$ cat src/rtl/tnt_pkg.sv
// ----------------------------------------------------------------------------
// tnt_pkg
// Shared types and constants of the triangle normal and tangent unit.
// ----------------------------------------------------------------------------
package tnt_pkg;

   localparam int COORD_BITS_DEF = 20;
   localparam int TEX_BITS       = 24;
   localparam int TAN_W          = 16;
   localparam int MAG_W          = 30;
   localparam int ROOT_W         = 62;
   localparam int ROOT_TOP       = 60;
   localparam int ROOT_STEPS     = 31;
   localparam int LEN_W          = 31;
   localparam int DIV_STEPS      = 16;
   localparam int DIV_N_W        = 46;
   localparam int Q15_FRAC       = 15;
   localparam logic [TAN_W-2:0] Q15_MAX = 15'h7fff;

   typedef enum logic [3:0] {
      ST_IDLE,
      ST_EDGE,
      ST_MUL,
      ST_CHECK,
      ST_NORM,
      ST_SQ,
      ST_RINIT,
      ST_ROOT,
      ST_DLOAD,
      ST_DSTEP,
      ST_DSTORE,
      ST_FIN
   } state_type;

   typedef enum logic [2:0] {
      PR_NX,
      PR_NY,
      PR_NZ,
      PR_DEN,
      PR_NUM0,
      PR_NUM1,
      PR_NUM2
   } pair_type;

   typedef struct packed {
      logic       load_first;
      logic       load_second;
      logic       load_last;
      logic       clear_all;
      logic       edge_calc;
      logic       mul_issue;
      logic       mul_write;
      pair_type   sel;
      pair_type   wsel;
      logic       clear_tan;
      logic       mag_load;
      logic       norm_step;
      logic       sq_issue;
      logic       sq_clr;
      logic       sq_acc;
      logic [1:0] comp;
      logic       root_init;
      logic       root_step;
      logic       div_load;
      logic       div_step;
      logic       div_store;
      logic       out_load;
   } cmd_type;

   typedef struct packed {
      logic den_zero;
      logic num_zero;
      logic norm_done;
   } status_type;

endpackage

$ cat src/rtl/tnt_ctrl.sv
// ----------------------------------------------------------------------------
// tnt_ctrl
// Sequencer: corner bookkeeping, step order of the datapath, result handshake.
// ----------------------------------------------------------------------------
module tnt_ctrl (
   input  logic                 clock,
   input  logic                 reset,
   input  logic                 req_valid,
   output logic                 req_stall,
   input  logic                 req_last_corner,
   output logic                 rsp_valid,
   input  logic                 rsp_stall,
   output tnt_pkg::cmd_type     cmd,
   input  tnt_pkg::status_type  status
);

   tnt_pkg::state_type state_ff, state_in;
   logic [4:0] cnt_ff, cnt_in;
   logic [1:0] comp_ff, comp_in;
   logic [1:0] count_ff, count_in;
   logic       rsp_valid_ff, rsp_valid_in;

   always_ff @(posedge clock) begin
      if (reset) begin
         state_ff     <= tnt_pkg::ST_IDLE;
         cnt_ff       <= '0;
         comp_ff      <= '0;
         count_ff     <= '0;
         rsp_valid_ff <= 1'b0;
      end else begin
         state_ff     <= state_in;
         cnt_ff       <= cnt_in;
         comp_ff      <= comp_in;
         count_ff     <= count_in;
         rsp_valid_ff <= rsp_valid_in;
      end
   end

   always_comb begin
      state_in     = state_ff;
      cnt_in       = cnt_ff;
      comp_in      = comp_ff;
      count_in     = count_ff;
      rsp_valid_in = rsp_valid_ff & rsp_stall;
      cmd          = '0;
      cmd.comp     = comp_ff;
      req_stall    = (state_ff != tnt_pkg::ST_IDLE);
      case (state_ff)
         tnt_pkg::ST_IDLE: begin
            if (req_valid) begin
               if (!req_last_corner) begin
                  case (count_ff)
                     2'd0: begin
                        cmd.load_first = 1'b1;
                        count_in       = 2'd1;
                     end
                     2'd1: begin
                        cmd.load_second = 1'b1;
                        count_in        = 2'd2;
                     end
                     default: ;
                  endcase
               end else begin
                  count_in = 2'd0;
                  if (count_ff == 2'd2) begin
                     cmd.load_last = 1'b1;
                     state_in      = tnt_pkg::ST_EDGE;
                  end else begin
                     cmd.clear_all = 1'b1;
                     state_in      = tnt_pkg::ST_FIN;
                  end
               end
            end
         end
         tnt_pkg::ST_EDGE: begin
            cmd.edge_calc = 1'b1;
            cnt_in        = '0;
            state_in      = tnt_pkg::ST_MUL;
         end
         tnt_pkg::ST_MUL: begin
            cmd.sel  = tnt_pkg::pair_type'(cnt_ff[2:0]);
            cmd.wsel = tnt_pkg::pair_type'(cnt_ff[2:0] - 3'd1);
            cmd.mul_issue = (cnt_ff < 5'd7);
            cmd.mul_write = (cnt_ff != 5'd0);
            if (cnt_ff == 5'd7) begin
               state_in = tnt_pkg::ST_CHECK;
            end else begin
               cnt_in = cnt_ff + 5'd1;
            end
         end
         tnt_pkg::ST_CHECK: begin
            if (status.den_zero || status.num_zero) begin
               cmd.clear_tan = 1'b1;
               state_in      = tnt_pkg::ST_FIN;
            end else begin
               cmd.mag_load = 1'b1;
               state_in     = tnt_pkg::ST_NORM;
            end
         end
         tnt_pkg::ST_NORM: begin
            if (status.norm_done) begin
               cnt_in   = '0;
               state_in = tnt_pkg::ST_SQ;
            end else begin
               cmd.norm_step = 1'b1;
            end
         end
         tnt_pkg::ST_SQ: begin
            cmd.comp     = cnt_ff[1:0];
            cmd.sq_issue = (cnt_ff < 5'd3);
            cmd.sq_clr   = (cnt_ff == 5'd0);
            cmd.sq_acc   = (cnt_ff != 5'd0);
            if (cnt_ff == 5'd3) begin
               state_in = tnt_pkg::ST_RINIT;
            end else begin
               cnt_in = cnt_ff + 5'd1;
            end
         end
         tnt_pkg::ST_RINIT: begin
            cmd.root_init = 1'b1;
            cnt_in        = '0;
            state_in      = tnt_pkg::ST_ROOT;
         end
         tnt_pkg::ST_ROOT: begin
            cmd.root_step = 1'b1;
            if (cnt_ff == 5'(tnt_pkg::ROOT_STEPS - 1)) begin
               comp_in  = '0;
               state_in = tnt_pkg::ST_DLOAD;
            end else begin
               cnt_in = cnt_ff + 5'd1;
            end
         end
         tnt_pkg::ST_DLOAD: begin
            cmd.div_load = 1'b1;
            cnt_in       = '0;
            state_in     = tnt_pkg::ST_DSTEP;
         end
         tnt_pkg::ST_DSTEP: begin
            cmd.div_step = 1'b1;
            if (cnt_ff == 5'(tnt_pkg::DIV_STEPS - 1)) begin
               state_in = tnt_pkg::ST_DSTORE;
            end else begin
               cnt_in = cnt_ff + 5'd1;
            end
         end
         tnt_pkg::ST_DSTORE: begin
            cmd.div_store = 1'b1;
            if (comp_ff == 2'd2) begin
               state_in = tnt_pkg::ST_FIN;
            end else begin
               comp_in  = comp_ff + 2'd1;
               state_in = tnt_pkg::ST_DLOAD;
            end
         end
         tnt_pkg::ST_FIN: begin
            if (!rsp_valid_ff || !rsp_stall) begin
               cmd.out_load = 1'b1;
               rsp_valid_in = 1'b1;
               state_in     = tnt_pkg::ST_IDLE;
            end
         end
         default: begin
            state_in = tnt_pkg::ST_IDLE;
         end
      endcase
   end

   assign rsp_valid = rsp_valid_ff;

   a_out_free: assert property (@(posedge clock) disable iff (reset)
      cmd.out_load |-> (!rsp_valid_ff || !rsp_stall))
      else $error("result register overwritten while a beat waits");

   a_out_valid: assert property (@(posedge clock) disable iff (reset)
      cmd.out_load |=> rsp_valid_ff)
      else $error("loaded result not offered");

   a_count_range: assert property (@(posedge clock) disable iff (reset)
      count_ff != 2'd3)
      else $error("corner count out of range");

   a_last_clears: assert property (@(posedge clock) disable iff (reset)
      (req_valid && !req_stall && req_last_corner) |=> (count_ff == 2'd0))
      else $error("corner count not cleared after last corner");

   a_comp_range: assert property (@(posedge clock) disable iff (reset)
      (state_ff == tnt_pkg::ST_DSTEP) |-> (comp_ff != 2'd3))
      else $error("component index out of range");

endmodule

$ cat config.mk
export PLATFORM = sky130hd
export DESIGN_NAME = tnt_ctrl
export DESIGN_NICKNAME = d
export VERILOG_FILES = /design/src/rtl/tnt_pkg.sv /design/src/rtl/tnt_ctrl.sv
export SDC_FILE = /design/constraint.sdc
export NUM_CORES = 1
export LEC_CHECK = 0
export BUFFER_PORTS_ARGS = -buffer_cell sky130_fd_sc_hd__buf_2
export CAP_MARGIN = 20
export CORE_UTILIZATION = 45
export CTS_BUF_LIST = sky130_fd_sc_hd__clkbuf_4 sky130_fd_sc_hd__clkbuf_8 sky130_fd_sc_hd__clkbuf_16
export DETAILED_ROUTE_END_ITERATION = 6
export PLACE_DENSITY = 0.7
export SYNTH_ARGS = -nofsm -noshare
export SYNTH_HDL_FRONTEND = slang
export SYNTH_SLANG_ARGS = --single-unit
export TNS_END_PERCENT = 10
$ cat constraint.sdc
create_clock -name clock -period 6.15 [get_ports clock]
set_input_delay 1.23 -clock clock [delete_from_list [all_inputs] [get_ports clock]]
set_output_delay 1.23 -clock clock [all_outputs]
set_load 0.05 [all_outputs]
==> flow_summary.ini <==
[synthesis]
ys_seq_area_share_pct = 21.3
netlist_instances = 174
synthesis.area_per_instance_um2 = 7.56
synth-async-reset-ratio_pct = 0
synth_commonest_cells = 23 x sky130_fd_sc_hd__nor2_1, 15 x sky130_fd_sc_hd__nand2_1, 14 x sky130_fd_sc_hd__dfxtp_1
synth_area_um2 = 1320
post-synth-top-count-cell = sky130_fd_sc_hd__nor2_1
postSynthRegisterBits = 14
syn-num-nets = 188
yosys.area.top_type_share_pct = 21.3
synth-edff-count = 0
synth_warn = 0
synthFlopType = sky130_fd_sc_hd__dfxtp_1
library_cell_occupying_the_most_area_in_the_post_synthesis_netlist = sky130_fd_sc_hd__dfxtp_1
synth.lib_cells_used.distinct = 57
synth_area_leaders = sky130_fd_sc_hd__dfxtp_1 21%, sky130_fd_sc_hd__nor2_1 6.6%, sky130_fd_sc_hd__ha_1 5.7%

[clock_network]
clock_sinks = 14
cts_resized = 0
worstSkewPairLatency_ps = 290
cts_root_buf = sky130_fd_sc_hd__clkbuf_4
cts-buffers-inserted = 3
cts_hold_buf = 0
ctsLongestPathBuffers = 2
htree_levels = 1
tritoncts = done
post-cts-setup-buffers = 0
clk_pin_slew_ps = 100

[setup_path]
critPathSlowestCell = sky130_fd_sc_hd__dfxtp_1
cp.required_ps = 4920
worstSetupStartpoint = state_ff[2]
critical_path.n_buffers_inverters = 2
worst_path_largest_cell_delay_ps = 540
worst-path-max-fanout = 21
timing.critical_path.to_type = primary output
arrival_ps = 2200
timing.critical_path.cells = nor4_4 -> nand2_1 -> or4_1 -> inv_1 -> buf_2
worstReg2RegStart = cnt_ff[0]
worst_path_dominant_cell_family = simple AND/OR/NAND/NOR gates
nature_of_the_critical_path_startpoint = flop
path_class = reg -> out

[die]
floorplan.initialDensity_pct = 47.7
io-pin-count = 37
design.die.area_um2 = 3140
placeableCoreArea_um2 = 2760
dieWidth_um = 56.1
die_height_um = 56.1
core.rowCount = 19

[global_routing]
grt_pass1_wl_um = 5180
grt_overflow_total = 0
grtUsageTotal_pct = 20.2
antenna_violations_before_repair = 0
number_of_global_route_vias_before_repair = 1111
grt_max_degree = 23

[run_status]
run_status = completed

[place]
gpl.final_weighted_congestion = 0.898
post-dp-hpwl_um = 2360
numPlacedInstances = 227
port_buffers = 36

[cells_and_area]
drive_above_1_share_pct = 23.6
finalNetCount = 215
final-instance-count-excl-fill = 230
area_delta_synth_final_pct = 12.0
antenna-diode-count = 0
fillers = 269

[route]
detail_route.wl_per_cell_um = 13.9
ant_nets = 0
routed_wl_um = 3200
vias_per_cell = 5.83
via_count = 1340
detail_route.iter0.violations = 29
final_routed_drc_violation_total = 0
detail_route.first_pass.iterations = 4

[timing]
final_min_period_over_clock_period_pct = 55.8
max_freq_mhz = 291
setup_viol_count_final = 0
clock_skew_ps = 15.7
worst_pin_slew_ps = 750
post_route_setup_tns_ps = 0
final_max_slew_viol_count = 0
maxSlewHeadroom_pct = 49.9
timing.final.crit_period_ps = 3430
final_hold_fails = 0
rsz0062_at_grt = false

[power_and_ir_drop]
power.static_leakage_nw = 0.652
power_per_cell_area_nw_per_um2 = 489
max-vdd-ir-drop_uv = 343

[worst_hold_path]
hold_path.startpoint = comp_ff[0]
hp-class = reg -> reg

[run]
max_cap_viol_count = 0
==> worst min-delay path, cell delays in order, from the launching register on <==
cell and delay [ps]:
sky130_fd_sc_hd__dfxtp_1 320, sky130_fd_sc_hd__nand3b_1 80, sky130_fd_sc_hd__a21oi_1 60
==> power breakdown <==
part	switching [W]	internal, W	leakage (nW)
clock network	0.0000325	0.0000228	0.0138
registers	0.0000665	0.000110	0.114
logic	0.000312	0.000177	0.524
total	0.000411	0.000310	0.652
==> cells in the final DEF, fill, tap and decap left out, drive strengths merged, types with 2 or more instances in the layout <==
| master | count |
|---|---|
| and4b | 2 |
| mux2i | 2 |
| nand2b | 6 |
| nor4b | 3 |
| o32a | 2 |
| ha | 6 |
| a22oi | 2 |
| nor4 | 2 |
| a211oi | 2 |
| buf | 36 |
| dfxtp | 14 |
| a32oi | 2 |
| nor2 | 23 |
| o32ai | 3 |
| nor3 | 7 |
| or2 | 2 |
| nand4bb | 2 |
| o21ai | 6 |
| and3 | 4 |
| or3 | 2 |
| xnor2 | 2 |
| nor3b | 3 |
| nand3 | 4 |
| nand2 | 15 |
| o21a | 3 |
| clkbuf | 3 |
| inv | 10 |
| nor2b | 4 |
| and2 | 3 |
| a21oi | 7 |
==> per-stage QoR <==
step | hold WS (ps) | setup WS, ps | total power [W] | utilization (%) | area [um2]
finish | 508 | 2720 | 0.000720 | 53.4 | 1470
detailed placement | 502 | 2740 | 0.000664 | 52.6 | 1450
global route | 548 | 2580 | 0.000772 | 53.4 | 1470
global placement | 489 | 2770 | 0.000654 | 52.6 | 1450
floorplan | 470 | 1990 | 0.000589 | - | 1320
CTS | 512 | 2740 | 0.000719 | 53.4 | 1470
==> area by class of cell <==
class                           instances  area (um2)  share of cell area, %
Tap cell                               31        38.8                   2.63
Inverter                               10        37.5                   2.55
Multi-Input combinational cell        136         913                   62.0
Sequential cell                        14         280                   19.0
Clock buffer                            3        22.5                   1.53
Timing Repair Buffer                   36         180                   12.2
==> cells by family after synthesis <==
| family | synth area share [%] |
|---|---|
| xor gates and xnor gates | 1.33 |
| AOI/OAI and AO/OA | 22.9 |
| and+or+nand+nor | 38.0 |
| buffers and inverters | 9.23 |
| muxes | 1.52 |
| DFF | 21.3 |
| adders and majority gates | 5.71 |
==> sequential cells by signal, summed over array words and instances, names as in the netlist <==
signal and flops:
count_ff 2, cnt_ff 5, state_ff 4, comp_ff 2, rsp_valid 1
==> final timing paths <==
check                             endpoint  slack (ps)  cells after the start
worst max-delay path               cmd[26]        2720                      5
worst min-delay path            comp_ff[0]         510                      2
worst max register to register   cnt_ff[3]        3910                      7
worst min register to register  comp_ff[0]         510                      2
==> per-layer routing <==
metal	part of all wire (%)	global-route usage (%)	up-vias	wire length, um
met5	0	0	-	0
met1	47	28.8	618	1490
met2	47	31.5	37	1520
met4	1.4	6.27	0	46
met3	4.6	2.79	5	146
li1	-	-	680	-
Power figures use the tool's default switching activity.
